## config.mk

```make
export PLATFORM = sky130hd
export DESIGN_NAME = token_scanner_unit_flat
export DESIGN_NICKNAME = d
export VERILOG_FILES = /design/src/hw/rtl/tsu_pkg.sv /design/src/hw/rtl/tsu_req_if.sv /design/src/hw/rtl/tsu_rsp_if.sv /design/src/hw/rtl/tsu_front.sv /design/src/hw/rtl/tsu_queue.sv /design/src/hw/rtl/tsu_back.sv /design/src/hw/rtl/token_scanner_unit.sv /design/src/flat_wrapper.sv
export SDC_FILE = /design/constraint.sdc
export NUM_CORES = 1
export LEC_CHECK = 0
export BUFFER_PORTS_ARGS = -buffer_cell sky130_fd_sc_hd__buf_2
export CAP_MARGIN = 20
export CORE_MARGIN = 4
export CORE_UTILIZATION = 60
export CTS_BUF_LIST = sky130_fd_sc_hd__clkbuf_8 sky130_fd_sc_hd__clkbuf_16
export CTS_CLUSTER_SIZE = 16
export DETAILED_ROUTE_END_ITERATION = 10
export PLACE_DENSITY_LB_ADDON = 0.12
export SLEW_MARGIN = 0
export SYNTH_ARGS = -nofsm -noshare
export SYNTH_HDL_FRONTEND = slang
export SYNTH_SLANG_ARGS = --single-unit
```

## constraint.sdc

```tcl
create_clock -name clock -period 14.1 [get_ports clock]
set_clock_uncertainty 0.05 [all_clocks]
set_input_delay 2.115 -clock clock [delete_from_list [all_inputs] [get_ports clock]]
set_output_delay 2.115 -clock clock [all_outputs]
set_load 0.1 [all_outputs]
```

## src/hw/rtl/tsu_pkg.sv

```systemverilog
`timescale 1ns / 1ps
package tsu_pkg;

   // token kinds
   localparam logic [3:0] KIND_SYMBOL      = 4'd0;
   localparam logic [3:0] KIND_ESC_SYMBOL  = 4'd1;
   localparam logic [3:0] KIND_STRING      = 4'd2;
   localparam logic [3:0] KIND_GROUP_OPEN  = 4'd3;
   localparam logic [3:0] KIND_GROUP_CLOSE = 4'd4;
   localparam logic [3:0] KIND_LOOP_OPEN   = 4'd5;
   localparam logic [3:0] KIND_LOOP_CLOSE  = 4'd6;
   localparam logic [3:0] KIND_ERROR       = 4'd7;
   localparam logic [3:0] KIND_END         = 4'd8;

   localparam logic [7:0] QUOTE_CHAR   = 8'h22;
   localparam logic [7:0] NEWLINE_CHAR = 8'h0A;
   localparam logic [7:0] BSLASH_CHAR  = 8'h5C;

   // configuration register indexes
   localparam int CSR_INDEX_W = 3;
   localparam logic [CSR_INDEX_W-1:0] CSR_COMMENT     = 3'd0;
   localparam logic [CSR_INDEX_W-1:0] CSR_DELIMITER   = 3'd1;
   localparam logic [CSR_INDEX_W-1:0] CSR_GROUP_OPEN  = 3'd2;
   localparam logic [CSR_INDEX_W-1:0] CSR_GROUP_CLOSE = 3'd3;
   localparam logic [CSR_INDEX_W-1:0] CSR_LOOP_OPEN   = 3'd4;
   localparam logic [CSR_INDEX_W-1:0] CSR_LOOP_CLOSE  = 3'd5;

   localparam logic [7:0] RST_COMMENT     = 8'd35;
   localparam logic [7:0] RST_DELIMITER   = 8'd44;
   localparam logic [7:0] RST_GROUP_OPEN  = 8'd40;
   localparam logic [7:0] RST_GROUP_CLOSE = 8'd41;
   localparam logic [7:0] RST_LOOP_OPEN   = 8'd123;
   localparam logic [7:0] RST_LOOP_CLOSE  = 8'd125;

   localparam int MAX_RESULTS = 3;
   localparam int QUEUE_DEPTH = 4;
   localparam int QUEUE_PTR_W = $clog2(QUEUE_DEPTH);
   localparam int QUEUE_CNT_W = $clog2(QUEUE_DEPTH + 1);

   typedef struct packed {
      logic [7:0] comment_char;
      logic [7:0] delimiter_char;
      logic [7:0] group_open_char;
      logic [7:0] group_close_char;
      logic [7:0] loop_open_char;
      logic [7:0] loop_close_char;
   } cfg_type;

   // one result item, less the end-of-run flag which the back end adds
   typedef struct packed {
      logic [3:0] token_kind;
      logic [7:0] token_byte;
      logic       byte_valid;
      logic       first_of_token;
      logic       last_of_token;
   } res_type;

   // all results caused by one input item
   typedef struct packed {
      logic [1:0]                   count;
      res_type [MAX_RESULTS-1:0]    slot;
   } run_type;

   typedef struct packed {
      logic full;
      logic empty;
   } q_stat_type;

endpackage

```

## src/hw/rtl/tsu_req_if.sv

```systemverilog
`timescale 1ns / 1ps
interface tsu_req_if;
   logic       valid;
   logic       ready;
   logic [7:0] data_byte;
   logic       end_of_input;

   modport source (output valid, output data_byte, output end_of_input, input ready);
   modport sink (input valid, input data_byte, input end_of_input, output ready);
endinterface

```

## src/hw/rtl/tsu_rsp_if.sv

```systemverilog
`timescale 1ns / 1ps
interface tsu_rsp_if;
   logic       valid;
   logic       ready;
   logic [3:0] token_kind;
   logic [7:0] token_byte;
   logic       byte_valid;
   logic       first_of_token;
   logic       last_of_token;
   logic       last_of_run;

   modport source (output valid, output token_kind, output token_byte, output byte_valid,
                   output first_of_token, output last_of_token, output last_of_run,
                   input ready);
   modport sink (input valid, input token_kind, input token_byte, input byte_valid,
                 input first_of_token, input last_of_token, input last_of_run,
                 output ready);
endinterface

```

## src/hw/rtl/tsu_front.sv

```systemverilog
`timescale 1ns / 1ps
module tsu_front import tsu_pkg::*; (
   input  logic       clock,
   input  logic       reset,
   input  cfg_type    cfg,
   tsu_req_if.sink    req,
   input  q_stat_type q_stat,
   output logic       q_push,
   output run_type    q_data
);

   typedef enum logic [2:0] {
      M_IDLE,
      M_COMMENT,
      M_AFTER_DELIM,
      M_SYMBOL,
      M_SYMBOL_ESC,
      M_STRING,
      M_STRING_ESC
   } mode_type;

   // outcome of a byte that may open a token
   typedef struct packed {
      logic       emit;
      res_type    res;
      mode_type   mode;
      logic       hold;
      logic [1:0] kind;
   } start_type;

   mode_type   mode_ff, mode_in;
   logic [7:0] held_byte_ff, held_byte_in;
   logic       held_valid_ff, held_valid_in;
   logic       held_first_ff, held_first_in;
   logic [1:0] kind_ff, kind_in;
   run_type    run_v;
   logic       accept;

   function automatic logic is_space(input logic [7:0] b);
      return (b == 8'd32) || ((b >= 8'd9) && (b <= 8'd13));
   endfunction

   function automatic logic is_term(input logic [7:0] b, input cfg_type c);
      return is_space(b) || (b == c.comment_char) || (b == c.group_open_char) ||
             (b == c.group_close_char) || (b == c.loop_open_char) ||
             (b == c.loop_close_char) || (b == c.delimiter_char);
   endfunction

   function automatic start_type start_tok(input logic [7:0] b, input cfg_type c);
      start_type s;
      s = '0;
      s.mode = M_IDLE;
      if (b == BSLASH_CHAR) begin
         s.hold = 1'b1;
         s.kind = KIND_ESC_SYMBOL[1:0];
         s.mode = M_SYMBOL;
      end else if (b == c.group_open_char) begin
         s.emit = 1'b1;
         s.res = '{KIND_GROUP_OPEN, b, 1'b1, 1'b1, 1'b1};
      end else if (b == c.group_close_char) begin
         s.emit = 1'b1;
         s.res = '{KIND_GROUP_CLOSE, b, 1'b1, 1'b1, 1'b1};
      end else if (b == c.loop_open_char) begin
         s.emit = 1'b1;
         s.res = '{KIND_LOOP_OPEN, b, 1'b1, 1'b1, 1'b1};
      end else if (b == c.loop_close_char) begin
         s.emit = 1'b1;
         s.res = '{KIND_LOOP_CLOSE, b, 1'b1, 1'b1, 1'b1};
      end else if (b == QUOTE_CHAR) begin
         s.hold = 1'b1;
         s.kind = KIND_STRING[1:0];
         s.mode = M_STRING;
      end else if (is_term(b, c)) begin
         // empty symbol token
         s.emit = 1'b1;
         s.res = '{KIND_SYMBOL, 8'd0, 1'b0, 1'b1, 1'b1};
         if (b == c.comment_char) begin
            s.mode = (b == NEWLINE_CHAR) ? M_IDLE : M_COMMENT;
         end else if (b == c.delimiter_char) begin
            s.mode = M_AFTER_DELIM;
         end
      end else begin
         s.hold = 1'b1;
         s.kind = KIND_SYMBOL[1:0];
         s.mode = M_SYMBOL;
      end
      return s;
   endfunction

   function automatic start_type idle_tok(input logic [7:0] b, input cfg_type c);
      start_type s;
      s = '0;
      s.mode = M_IDLE;
      if (b == c.comment_char) begin
         s.mode = (b == NEWLINE_CHAR) ? M_IDLE : M_COMMENT;
      end else if (b == c.delimiter_char) begin
         s.mode = M_AFTER_DELIM;
      end else if (!is_space(b)) begin
         s = start_tok(b, c);
      end
      return s;
   endfunction

   assign req.ready = !q_stat.full;
   assign accept    = req.valid && req.ready;
   assign q_push    = accept && (run_v.count != 2'd0);
   assign q_data    = run_v;

   always_comb begin
      logic [1:0] n_v;
      start_type  st_v;
      res_type    held_v;
      logic [7:0] b;
      logic       use_st;

      b = req.data_byte;
      n_v = 2'd0;
      run_v = '0;
      st_v = '0;
      use_st = 1'b0;
      held_v = '{{2'b00, kind_ff}, held_byte_ff, 1'b1, held_first_ff, 1'b0};
      mode_in = mode_ff;
      held_byte_in = held_byte_ff;
      held_valid_in = held_valid_ff;
      held_first_in = held_first_ff;
      kind_in = kind_ff;

      if (req.end_of_input) begin
         case (mode_ff)
            M_SYMBOL, M_SYMBOL_ESC, M_STRING_ESC: begin
               if (held_valid_ff) begin
                  held_v.last_of_token = 1'b1;
                  run_v.slot[n_v] = held_v;
                  n_v = n_v + 2'd1;
               end
               // a pending escape turns the end marker into an error
               run_v.slot[n_v] = '{(mode_ff == M_SYMBOL) ? KIND_END : KIND_ERROR,
                                   8'd0, 1'b0, 1'b1, 1'b1};
               n_v = n_v + 2'd1;
            end
            M_STRING: begin
               if (held_valid_ff) begin
                  run_v.slot[n_v] = held_v;
                  n_v = n_v + 2'd1;
               end
               // close the open string
               run_v.slot[n_v] = '{KIND_STRING, QUOTE_CHAR, 1'b1, 1'b0, 1'b1};
               n_v = n_v + 2'd1;
               run_v.slot[n_v] = '{KIND_END, 8'd0, 1'b0, 1'b1, 1'b1};
               n_v = n_v + 2'd1;
            end
            M_AFTER_DELIM: begin
               run_v.slot[n_v] = '{KIND_ERROR, 8'd0, 1'b0, 1'b1, 1'b1};
               n_v = n_v + 2'd1;
            end
            default: begin
               run_v.slot[n_v] = '{KIND_END, 8'd0, 1'b0, 1'b1, 1'b1};
               n_v = n_v + 2'd1;
            end
         endcase
         mode_in = M_IDLE;
         held_byte_in = 8'd0;
         held_valid_in = 1'b0;
         held_first_in = 1'b0;
         kind_in = 2'd0;
      end else begin
         case (mode_ff)
            M_COMMENT: begin
               if (b == NEWLINE_CHAR) mode_in = M_IDLE;
            end
            M_AFTER_DELIM: begin
               if (is_space(b) || (b == cfg.delimiter_char)) begin
                  mode_in = M_IDLE;
               end else begin
                  st_v = start_tok(b, cfg);
                  use_st = 1'b1;
               end
            end
            M_SYMBOL: begin
               if (is_term(b, cfg)) begin
                  if (held_valid_ff) begin
                     held_v.last_of_token = 1'b1;
                     run_v.slot[n_v] = held_v;
                     n_v = n_v + 2'd1;
                  end
                  held_valid_in = 1'b0;
                  held_first_in = 1'b0;
                  st_v = idle_tok(b, cfg);
                  use_st = 1'b1;
               end else if (b == BSLASH_CHAR) begin
                  mode_in = M_SYMBOL_ESC;
               end else begin
                  if (held_valid_ff) begin
                     run_v.slot[n_v] = held_v;
                     n_v = n_v + 2'd1;
                  end
                  held_byte_in = b;
                  held_valid_in = 1'b1;
                  held_first_in = 1'b0;
               end
            end
            M_SYMBOL_ESC, M_STRING_ESC: begin
               if (held_valid_ff) begin
                  run_v.slot[n_v] = held_v;
                  n_v = n_v + 2'd1;
               end
               held_byte_in = b;
               held_valid_in = 1'b1;
               held_first_in = 1'b0;
               mode_in = (mode_ff == M_SYMBOL_ESC) ? M_SYMBOL : M_STRING;
            end
            M_STRING: begin
               if (held_valid_ff) begin
                  run_v.slot[n_v] = held_v;
                  n_v = n_v + 2'd1;
               end
               held_first_in = 1'b0;
               if (b == QUOTE_CHAR) begin
                  run_v.slot[n_v] = '{KIND_STRING, QUOTE_CHAR, 1'b1, 1'b0, 1'b1};
                  n_v = n_v + 2'd1;
                  held_valid_in = 1'b0;
                  mode_in = M_IDLE;
               end else begin
                  held_byte_in = b;
                  held_valid_in = 1'b1;
                  mode_in = (b == BSLASH_CHAR) ? M_STRING_ESC : M_STRING;
               end
            end
            default: begin
               st_v = idle_tok(b, cfg);
               use_st = 1'b1;
            end
         endcase

         if (use_st) begin
            if (st_v.emit) begin
               run_v.slot[n_v] = st_v.res;
               n_v = n_v + 2'd1;
            end
            if (st_v.hold) begin
               held_byte_in = b;
               held_valid_in = 1'b1;
               held_first_in = 1'b1;
               kind_in = st_v.kind;
            end
            mode_in = st_v.mode;
         end
      end
      run_v.count = n_v;
   end

   always_ff @(posedge clock) begin
      if (reset) begin
         mode_ff <= M_IDLE;
         held_byte_ff <= 8'd0;
         held_valid_ff <= 1'b0;
         held_first_ff <= 1'b0;
         kind_ff <= 2'd0;
      end else if (accept) begin
         mode_ff <= mode_in;
         held_byte_ff <= held_byte_in;
         held_valid_ff <= held_valid_in;
         held_first_ff <= held_first_in;
         kind_ff <= kind_in;
      end
   end

endmodule

```

## src/hw/rtl/tsu_queue.sv

```systemverilog
`timescale 1ns / 1ps
module tsu_queue import tsu_pkg::*; (
   input  logic       clock,
   input  logic       reset,
   input  logic       push,
   input  run_type    push_data,
   input  logic       pop,
   output run_type    head,
   output q_stat_type stat
);

   run_type                 entry_ff [QUEUE_DEPTH];
   logic [QUEUE_PTR_W-1:0]  wr_ptr_ff, wr_ptr_in;
   logic [QUEUE_PTR_W-1:0]  rd_ptr_ff, rd_ptr_in;
   logic [QUEUE_CNT_W-1:0]  count_ff, count_in;

   assign head = entry_ff[rd_ptr_ff];
   assign stat.full = (count_ff == QUEUE_CNT_W'(QUEUE_DEPTH));
   assign stat.empty = (count_ff == '0);

   always_comb begin
      wr_ptr_in = push ? wr_ptr_ff + 1'b1 : wr_ptr_ff;
      rd_ptr_in = pop ? rd_ptr_ff + 1'b1 : rd_ptr_ff;
      count_in = count_ff;
      if (push && !pop) count_in = count_ff + 1'b1;
      else if (pop && !push) count_in = count_ff - 1'b1;
   end

   always_ff @(posedge clock) begin
      if (reset) begin
         wr_ptr_ff <= '0;
         rd_ptr_ff <= '0;
         count_ff <= '0;
      end else begin
         wr_ptr_ff <= wr_ptr_in;
         rd_ptr_ff <= rd_ptr_in;
         count_ff <= count_in;
      end
   end

   always_ff @(posedge clock) begin
      if (push) entry_ff[wr_ptr_ff] <= push_data;
   end

endmodule

```

## src/hw/rtl/tsu_back.sv

```systemverilog
`timescale 1ns / 1ps
module tsu_back import tsu_pkg::*; (
   input  logic       clock,
   input  logic       reset,
   input  run_type    head,
   input  q_stat_type q_stat,
   output logic       q_pop,
   tsu_rsp_if.source  rsp
);

   logic [1:0] idx_ff, idx_in;
   logic       out_valid_ff, out_valid_in;
   res_type    out_ff, out_in;
   logic       out_last_run_ff, out_last_run_in;
   logic       advance;
   logic       take;
   logic       last_slot;

   assign advance = !out_valid_ff || rsp.ready;
   assign take = advance && !q_stat.empty;
   assign last_slot = (idx_ff == head.count - 2'd1);
   assign q_pop = take && last_slot;

   always_comb begin
      idx_in = idx_ff;
      out_valid_in = out_valid_ff;
      out_in = out_ff;
      out_last_run_in = out_last_run_ff;
      if (take) begin
         // step through the results of the head run, then drop it
         idx_in = last_slot ? 2'd0 : idx_ff + 2'd1;
         out_valid_in = 1'b1;
         out_in = head.slot[idx_ff];
         out_last_run_in = last_slot;
      end else if (advance) begin
         out_valid_in = 1'b0;
      end
   end

   always_ff @(posedge clock) begin
      if (reset) begin
         idx_ff <= 2'd0;
         out_valid_ff <= 1'b0;
      end else begin
         idx_ff <= idx_in;
         out_valid_ff <= out_valid_in;
      end
   end

   always_ff @(posedge clock) begin
      out_ff <= out_in;
      out_last_run_ff <= out_last_run_in;
   end

   assign rsp.valid = out_valid_ff;
   assign rsp.token_kind = out_ff.token_kind;
   assign rsp.token_byte = out_ff.token_byte;
   assign rsp.byte_valid = out_ff.byte_valid;
   assign rsp.first_of_token = out_ff.first_of_token;
   assign rsp.last_of_token = out_ff.last_of_token;
   assign rsp.last_of_run = out_last_run_ff;

endmodule

```

## src/hw/rtl/token_scanner_unit.sv

```systemverilog
`timescale 1ns / 1ps
// Byte-serial tokenizer. One source byte or an end-of-input mark is taken per
// req transfer, and tokens leave on rsp one byte per transfer, each marked
// first/last of token and last of the run caused by its input byte; one byte
// of a token is held back until the next byte shows whether it is the last.
// The front end classifies a byte combinationally and takes one every cycle
// while its four-entry run queue has room; the back end drains one result per
// cycle while rsp is ready (up to 3 results per byte); a byte with no result
// is never queued. The six special characters are written through the csr
// port by the user only while the block is idle; nothing enforces this.
module token_scanner_unit import tsu_pkg::*; (
   input  logic                   clock,
   input  logic                   reset,
   tsu_req_if.sink                req_chan,
   tsu_rsp_if.source              rsp_chan,
   input  logic                   csr_wr_en,
   input  logic [CSR_INDEX_W-1:0] csr_index,
   input  logic [7:0]             csr_wr_data
);

   cfg_type    cfg_ff, cfg_in;
   logic       q_push;
   logic       q_pop;
   run_type    q_data;
   run_type    q_head;
   q_stat_type q_stat;

   always_comb begin
      cfg_in = cfg_ff;
      if (csr_wr_en) begin
         case (csr_index)
            CSR_COMMENT:     cfg_in.comment_char = csr_wr_data;
            CSR_DELIMITER:   cfg_in.delimiter_char = csr_wr_data;
            CSR_GROUP_OPEN:  cfg_in.group_open_char = csr_wr_data;
            CSR_GROUP_CLOSE: cfg_in.group_close_char = csr_wr_data;
            CSR_LOOP_OPEN:   cfg_in.loop_open_char = csr_wr_data;
            CSR_LOOP_CLOSE:  cfg_in.loop_close_char = csr_wr_data;
            default:         cfg_in = cfg_ff;
         endcase
      end
   end

   always_ff @(posedge clock) begin
      if (reset) begin
         cfg_ff <= '{RST_COMMENT, RST_DELIMITER, RST_GROUP_OPEN, RST_GROUP_CLOSE,
                     RST_LOOP_OPEN, RST_LOOP_CLOSE};
      end else begin
         cfg_ff <= cfg_in;
      end
   end

   tsu_front u_front (
      .clock  (clock),
      .reset  (reset),
      .cfg    (cfg_ff),
      .req    (req_chan),
      .q_stat (q_stat),
      .q_push (q_push),
      .q_data (q_data)
   );

   tsu_queue u_queue (
      .clock     (clock),
      .reset     (reset),
      .push      (q_push),
      .push_data (q_data),
      .pop       (q_pop),
      .head      (q_head),
      .stat      (q_stat)
   );

   tsu_back u_back (
      .clock  (clock),
      .reset  (reset),
      .head   (q_head),
      .q_stat (q_stat),
      .q_pop  (q_pop),
      .rsp    (rsp_chan)
   );

endmodule
```

## src/flat_wrapper.sv

```systemverilog
// flat-port wrapper written by rule: the top's interface ports become plain ports
module token_scanner_unit_flat import tsu_pkg::*;
  (clock, reset, csr_wr_en, csr_index, csr_wr_data, req_chan_valid, req_chan_data_byte, req_chan_end_of_input, req_chan_ready, rsp_chan_valid, rsp_chan_token_kind, rsp_chan_token_byte, rsp_chan_byte_valid, rsp_chan_first_of_token, rsp_chan_last_of_token, rsp_chan_last_of_run, rsp_chan_ready);
  tsu_req_if req_chan_i ();
  tsu_rsp_if rsp_chan_i ();
  input  logic clock;
  input  logic reset;
  input  logic csr_wr_en;
  input  logic [CSR_INDEX_W-1:0] csr_index;
  input  logic [7:0] csr_wr_data;
  input wire logic [$bits(req_chan_i.valid)-1:0] req_chan_valid;
  input wire logic [$bits(req_chan_i.data_byte)-1:0] req_chan_data_byte;
  input wire logic [$bits(req_chan_i.end_of_input)-1:0] req_chan_end_of_input;
  output wire logic [$bits(req_chan_i.ready)-1:0] req_chan_ready;
  output wire logic [$bits(rsp_chan_i.valid)-1:0] rsp_chan_valid;
  output wire logic [$bits(rsp_chan_i.token_kind)-1:0] rsp_chan_token_kind;
  output wire logic [$bits(rsp_chan_i.token_byte)-1:0] rsp_chan_token_byte;
  output wire logic [$bits(rsp_chan_i.byte_valid)-1:0] rsp_chan_byte_valid;
  output wire logic [$bits(rsp_chan_i.first_of_token)-1:0] rsp_chan_first_of_token;
  output wire logic [$bits(rsp_chan_i.last_of_token)-1:0] rsp_chan_last_of_token;
  output wire logic [$bits(rsp_chan_i.last_of_run)-1:0] rsp_chan_last_of_run;
  input wire logic [$bits(rsp_chan_i.ready)-1:0] rsp_chan_ready;
  assign req_chan_i.valid = req_chan_valid;
  assign req_chan_i.data_byte = req_chan_data_byte;
  assign req_chan_i.end_of_input = req_chan_end_of_input;
  assign req_chan_ready = req_chan_i.ready;
  assign rsp_chan_valid = rsp_chan_i.valid;
  assign rsp_chan_token_kind = rsp_chan_i.token_kind;
  assign rsp_chan_token_byte = rsp_chan_i.token_byte;
  assign rsp_chan_byte_valid = rsp_chan_i.byte_valid;
  assign rsp_chan_first_of_token = rsp_chan_i.first_of_token;
  assign rsp_chan_last_of_token = rsp_chan_i.last_of_token;
  assign rsp_chan_last_of_run = rsp_chan_i.last_of_run;
  assign rsp_chan_i.ready = rsp_chan_ready;
  token_scanner_unit u_core (.clock(clock), .reset(reset), .req_chan(req_chan_i), .rsp_chan(rsp_chan_i), .csr_wr_en(csr_wr_en), .csr_index(csr_index), .csr_wr_data(csr_wr_data));
endmodule
```

==> Yosys cells after proc, flatten, opt, wreduce, memory -nomap -nowiden <==
Memory sizes are Yosys's and may differ from the RTL's. A register that Yosys moved wholly into a read port is not among the register bits.
Index checks and enable logic that the tools add are counted.
{ "word_totals": {"register_bits": 89, "latch_bits": 0, "ramBits": 188, "romBits": 0, "inputBits": 25, "output_inout_bits": 18, "word_cells": 279, "memories": 1} }
{ "memory_table": {"columns": ["memory", "depth", "word_bits", "rd", "rd_ports_with_merged_regs", "write_ports", "line", "text"], "rows": [
  ["u_core.u_queue.entry_ff", 4, 47, 1, 1, 1, "tsu_queue.sv:12", "run_type entry_ff [QUEUE_DEPTH];"]
]} }
{ "classes": {"addsub": 11, "n_mul": 0, "div_mod_pow": 0, "magnitude_cmp": 13, "eq_ne": 27, "shift": 0, "muxes": 150, "bitwise": 9, "reduce_logical": 46} }
{ "op_table": {"columns": ["cell", "n"], "rows": [
  ["$mux 16", 17],
  ["$mux 15", 13],
  ["$mux 45", 4],
  ["$demux 15 s2", 5],
  ["$mux 22", 5],
  ["$mux 6", 18],
  ["$bwmux 45", 2],
  ["$pmux 15 s3", 2],
  ["$pmux 22 s3", 1],
  ["$and 10x30->30", 2],
  ["$mux 30", 2],
  ["$not 30->30", 2],
  ["$pmux 30 s2", 1],
  ["$mux 3", 19],
  ["$eq 8x8->1", 6],
  ["$mux 8", 6],
  ["$mux 2", 21],
  ["$mux 13", 3],
  ["$and 36x36->36", 1],
  ["$not 36->36", 1],
  ["$bmux 15 s2", 1],
  ["$or 5x15->15", 2],
  ["$pmux 8 s3", 1],
  ["$mux 1", 22],
  ["37 further kinds", 99]
]} }

==> Longest topological paths before layout <==
{ "depth": {"depth_word": 30, "mapped_depth": 21, "mapped_depth_nobuf": 18} }

==> By module <==
Synthesis repeated with hierarchy kept, for this count alone.
{ "hier_totals": {"hier_cells": 1016, "hier_area_um2": 13206.4} }
{ "modules_own_cells": {"columns": ["mod", "instances", "cells_each", "area_each_um2", "seq_area_each_um2"], "rows": [
  ["tsu_queue", 1, 289, 7235.7, 5825.6],
  ["tsu_front", 1, 455, 3054.2, 300.3],
  ["token_scanner_unit", 1, 183, 1936.9, 960.9],
  ["tsu_back", 1, 89, 979.7, 540.5]
]} }

==> Worst setup path before layout <==
OpenSTA, ideal clock, no wires.
{ "synth_timing": {"path_kind": "input to register", "startpoint": "input req_chan_data_byte[6]", "endpoint": "memory u_core.u_queue.entry_ff[0][0] (netlist bit) (enable)", "setup_time_ps": 408, "arrival_time_ps": 5954, "required_time_ps": 13642, "setup_slack_ps": 7688, "stages": 16, "path_buffers": 3, "cell_sequence": "buf_4 > buf_6 > nor3_1 > and4_1 > buf_2 > inv_1 > ha_1 > a21o_1 > nand2_1 > nand4_1 > a2bb2oi_2 > inv_1 > ha_1 > nor3_1 > a311oi_4 > and2_1"} }
{ "synth_via": {"elab_chain_len": 28, "word_cells_on_any_way": 60, "cone_classes": "add/sub (1); order compare (2); eq/ne (9); mux (37); reduce/logical (11)"} }
{ "synth_lines": {"columns": ["item", "line", "text"], "rows": [
  ["start, declared", "flat_wrapper.sv:12", "input wire logic [$bits(req_chan_i.data_byte)-1:0] req_chan_data_byte;"],
  ["$ge 8x4->1 / $le 8x4->1 (equally long branches)", "tsu_front.sv:40", "return (b == 8'd32) || ((b >= 8'd9) && (b <= 8'd13));"],
  ["$logic_and 1x1->1", "tsu_front.sv:40", null],
  ["$logic_or 1x1->1", "tsu_front.sv:40", null],
  ["$logic_or 1x1->1 (3 in series)", "tsu_front.sv:44", "return is_space(b) || (b == c.comment_char) || (b == c.group_open_char) ||"],
  ["$logic_or 1x1->1 (2 in series)", "tsu_front.sv:45", "(b == c.group_close_char) || (b == c.loop_open_char) ||"],
  ["$logic_or 1x1->1", "tsu_front.sv:46", "(b == c.loop_close_char) || (b == c.delimiter_char);"],
  ["$mux 16", "tsu_front.sv:73", "end else if (is_term(b, c)) begin"],
  ["$mux 16", "tsu_front.sv:69", "end else if (b == QUOTE_CHAR) begin"],
  ["[... 10 more ...]", null, null],
  ["$mux 2", "tsu_front.sv:236", "if (st_v.emit) begin"],
  ["$mux 2 (*)", "tsu_front.sv:235", "if (use_st) begin"],
  ["$mux 2 (*)", "tsu_front.sv:128", "if (req.end_of_input) begin"],
  ["$reduce_bool 2->1 (*)", "tsu_front.sv:106", "assign q_push = accept && (run_v.count != 2'd0);"],
  ["$logic_and 1x1->1 (*)", "tsu_front.sv:106", null],
  ["net u_core.q_push", "token_scanner_unit.sv:22", "logic q_push;"],
  ["$mux 1 (*)", "tsu_queue.sv:42", "if (push) entry_ff[wr_ptr_ff] <= push_data;"],
  ["$mux 1 (implied by the code) (*)", "tsu_queue.sv:42", null],
  ["end, declared", "tsu_queue.sv:12", null]
]} }
Mark *: on every way through the listed nets, which the timed path passes. The rest lies on a longest branch. The select of a mux whose other input is x is not followed.

==> Worst setup path after layout <==
{ "layout_timing": {"startpoint": "input req_chan_data_byte[4]", "endpoint": "register u_core.u_queue.count_ff[2]"} }
{ "layout_via": {"elab_chain_len": 29, "word_cells_on_any_way": 63, "cone_classes": "add/sub (1); order compare (2); eq/ne (9); mux (36); reduce/logical (15)"} }
{ "layout_lines": {"columns": ["item", "line", "text"], "rows": [
  ["$ge 8x4->1 / $le 8x4->1 (equally long branches)", "tsu_front.sv:40", null],
  ["$logic_and 1x1->1", "tsu_front.sv:40", null],
  ["$logic_or 1x1->1", "tsu_front.sv:40", null],
  ["$logic_or 1x1->1 (3 in series)", "tsu_front.sv:44", null],
  ["$logic_or 1x1->1 (2 in series)", "tsu_front.sv:45", null],
  ["$logic_or 1x1->1", "tsu_front.sv:46", null],
  ["$mux 16", "tsu_front.sv:73", null],
  ["$mux 16", "tsu_front.sv:69", null],
  ["[... 11 more ...]", null, null],
  ["$mux 2 (*)", "tsu_front.sv:235", null],
  ["$mux 2 (*)", "tsu_front.sv:128", null],
  ["$reduce_bool 2->1 (*)", "tsu_front.sv:106", null],
  ["$logic_and 1x1->1 (*)", "tsu_front.sv:106", null],
  ["net u_core.q_push", "token_scanner_unit.sv:22", null],
  ["$logic_not 1->1", "tsu_queue.sv:26", "else if (pop && !push) count_in = count_ff - 1'b1;"],
  ["$logic_and 1x1->1", "tsu_queue.sv:26", null],
  ["$reduce_bool 2->1 (no source line)", null, null],
  ["end signal, assigned", "tsu_queue.sv:37", "count_ff <= count_in;"],
  ["end, declared", "tsu_queue.sv:15", "logic [QUEUE_CNT_W-1:0] count_ff, count_in;"]
]} }
Marked as above.
A chain may end at the register's enable or synchronous reset.

==> results_dict.tcl <==
set metrics [dict create \
    status "completed" \
    synth_warnings 0 \
    p_per_area_mw_per_mm2 170 \
    antenna_found_initial 0 \
    finalCriticalPeriod_ns 6.21 \
    grt_overflow 0 \
    hold_depth 2 \
    yosysUniqueCellTypes 73 \
    fin_crit_sh 0.441 \
    drtIter0Drc 746 \
    die_h_um 153 \
    maxClockFrequency_mhz 161 \
    start_kind "input port" \
    relSlewSlack 0.363 \
    clockBufferDepth 3 \
    yosys.area.top_type_share 0.474 \
    drv_slew 0 \
    cts.repair.resized 0 \
    hold_violations 0 \
    core_area_mm2 0.0205 \
    drt-total-wl_um 28300 \
    yosysSeqAreaShare 0.593 \
    clockRootBuffer "clkbuf_16" \
    avgSynthCellArea_um2 12.8 \
    worst_pin_slew_ns 0.952 \
    finalSetupTns_ns 0 \
    yosysMostFrequentCell "edfxtp_1" \
    cts_tree "yes" \
    numCtsBuffers 28 \
    async_flop_share 0 \
    cp_data_arrival_time_ns 6.63 \
    hpwl_um 17900 \
    synth_nets 1028 \
    post-cts-setup-buffer-count 0 \
    htreeDepth 1 \
    vdd_ir_drop_max_uv 165 \
    hold_class "flop to flop" \
    drc_errors 0 \
    crit_fanout 14 \
    cp_data_required_time_ns 14.52 \
    synth_commonest_cells "edfxtp_1 (200), nand2_1 (128), dfxtp_1 (75), a21oi_1 (46), mux4_2 (46)" \
    rr_worst_depth 14 \
    nFillCells 1509 \
    fin_ws_ns 7.89 \
    drive_gt1_frac 0.163 \
    antenna_left 0 \
    die_area_mm2 0.0235 \
    grt_use_total 0.239 \
    avgViaCountPerCell 6.27 \
    synth_edf_count 200 \
    grt_first_pass_wirelength_um 44400 \
    portBuffers 42 \
    gp_congestion 0.910 \
    crit_path_end_kind "flop" \
    wl_per_cell_um 21.7 \
    hold_buffers 0 \
    initial_core_util 0.618 \
    layout.nets 1047 \
    cts_sinks 275 \
    clk_pin_slew_ns 0.06 \
    grt_pass1_vias 7664 \
    drt-pass1-iter-count 5 \
    ys_seq_elements 275 \
    yosysTopAreaCell "edfxtp_1" \
    dieWidth_um 153 \
    insertion_delay_ns 0.54 \
    synth_cells 991 \
    ys.flop_type "edfxtp_1" \
    max-cap-violations 0 \
    synth_area_leaders "edfxtp_1 (47%), dfxtp_1 (12%), mux4_2 (8.2%), nand2_1 (3.8%), xor2_1 (2.9%)" \
    rows 52 \
    crit_type "input port to flop" \
    pre_cts_slack_ns 7.38 \
    syn_area_mm2 0.0127 \
    num_vias 8169 \
    setup_viol_count_final 0 \
    rsz0062_at_grt "no" \
    ios 43 \
    grt_max_degree 74 \
    static-leakage-power_nw 4.94 \
    diodes 0 \
    synthToLayoutAreaGrowth_pct 9.79 \
]
[through the flow]
step / power [mW] / instance area (um2) / hold WS [ns] / cells / util
2_1_floorplan: 1.53 / 12700 / 0.393 / 991 / -
3_3_place_gp: 1.65 / 13000 / 0.404 / 1249 / 0.634
3_5_place_dp: 1.66 / 13000 / 0.409 / 1249 / 0.634
4_1_cts: 2.38 / 13900 / 0.417 / 1301 / 0.678
5_1_grt: 2.47 / 13900 / 0.429 / 1302 / 0.679
6_report: 2.37 / 13900 / 0.415 / 1302 / 0.679
[state kept, by name, summed over array words and instances, names as in the netlist, 2 cells and up, named ones only]
name	cells
u_core.u_back.rsp.token_byte	8
u_core.u_back.idx_ff	2
u_core.u_queue.wr_ptr_ff	2
u_core.u_queue.rd_ptr_ff	2
u_core.u_queue.entry_ff	184
u_core.u_front.kind_ff	2
u_core.u_back.rsp.token_kind	4
u_core.cfg_ff	48
u_core.u_front.held_byte_ff	8
u_core.u_queue.count_ff	3
u_core.u_front.mode_ff	3
[cells in the final DEF (no fill, tap or decap), types with 7 or more instances in the layout]
master / n
edfxtp_1: 200
nand2_1: 128
dfxtp_1: 73
a21oi_1: 46
mux4_2: 46
buf_2: 43
xor2_1: 42
nor2_1: 40
o21ai_0: 30
inv_1: 29
clkbuf_16: 29
nand3b_1: 23
mux2i_1: 23
and2_1: 21
nand3_1: 18
o22ai_1: 17
nor3_1: 11
xnor2_1: 11
nor2b_1: 11
ha_1: 11
nor4_1: 9
buf_4: 9
a21o_1: 8
a31oi_1: 8
and3_1: 8
nand2b_1: 8
clkinv_2: 8
a211oi_1: 7
[worst paths after layout]
| kind | from | end | slack, ns |
|---|---|---|---|
| worst max-delay path | req_chan_data_byte[4] | u_core.u_queue.count_ff[2] | 7.89 |
| worst min-delay path | u_core.cfg_ff[1] | u_core.cfg_ff[1] | 0.41 |
| worst max register to register | u_core.u_front.mode_ff[1] | u_core.u_queue.count_ff[2] | 9.10 |
| worst min register to register | u_core.cfg_ff[1] | u_core.cfg_ff[1] | 0.41 |
[area by class of cell]
cell class | instances | area (um2) | area share
multi-input cells | 625 | 4750 | 0.342
well taps | 270 | 338 | 0.0243
clock buffers | 31 | 753 | 0.0542
clock inverters | 21 | 163 | 0.0117
flip-flops and latches | 275 | 7510 | 0.540
inverters | 28 | 105 | 0.00756
repair buffers | 52 | 283 | 0.0203
[worst max-delay path, cell delays in order]
cell and delay [ns]:
buf_2 0.24, nor3_1 0.40, and4_1 0.43, inv_1 0.17, ha_1 0.31, a21o_1 0.10, nand2_1 0.07, nand4_1 0.13
a2bb2oi_2 0.33, inv_1 0.12, ha_1 0.31, nor3_1 0.07, a311oi_4 0.50, ha_1 0.28, inv_1 0.06, fa_1 0.37
xor2_1 0.17, or3_1 0.30, a21oi_1 0.14
[routing by layer]
layer / up-vias / global-route usage / part of all wire / wire length [um]
li1: 3763 / - / - / -
met1: 4033 / 0.380 / 0.45 / 12900
met2: 325 / 0.353 / 0.45 / 12800
met3: 48 / 0.0356 / 0.075 / 2120
met4: 0 / 0.0522 / 0.020 / 566
met5: - / 0 / 0 / 0
[power by group]
part           internal, mW  total (mW)  switching (mW)
sequential            0.959        1.02          0.0656
combinational         0.190       0.618           0.428
clock                 0.421       0.724           0.303
[kinds of logic (layout without fill, tap and decap cells)]
logic type,after synthesis,count (layout),synth area share
buffers and inverters,91,132,0.0325
AND/OR/NAND/NOR,309,309,0.125
AO/OA/AOI/OAI,180,180,0.0988
adder cells (fa/ha/maj),12,12,0.0124
XOR/XNOR,54,54,0.0379
flip-flops,275,275,0.593
multiplexers,70,70,0.101
(Power assumes the default switching activity.)
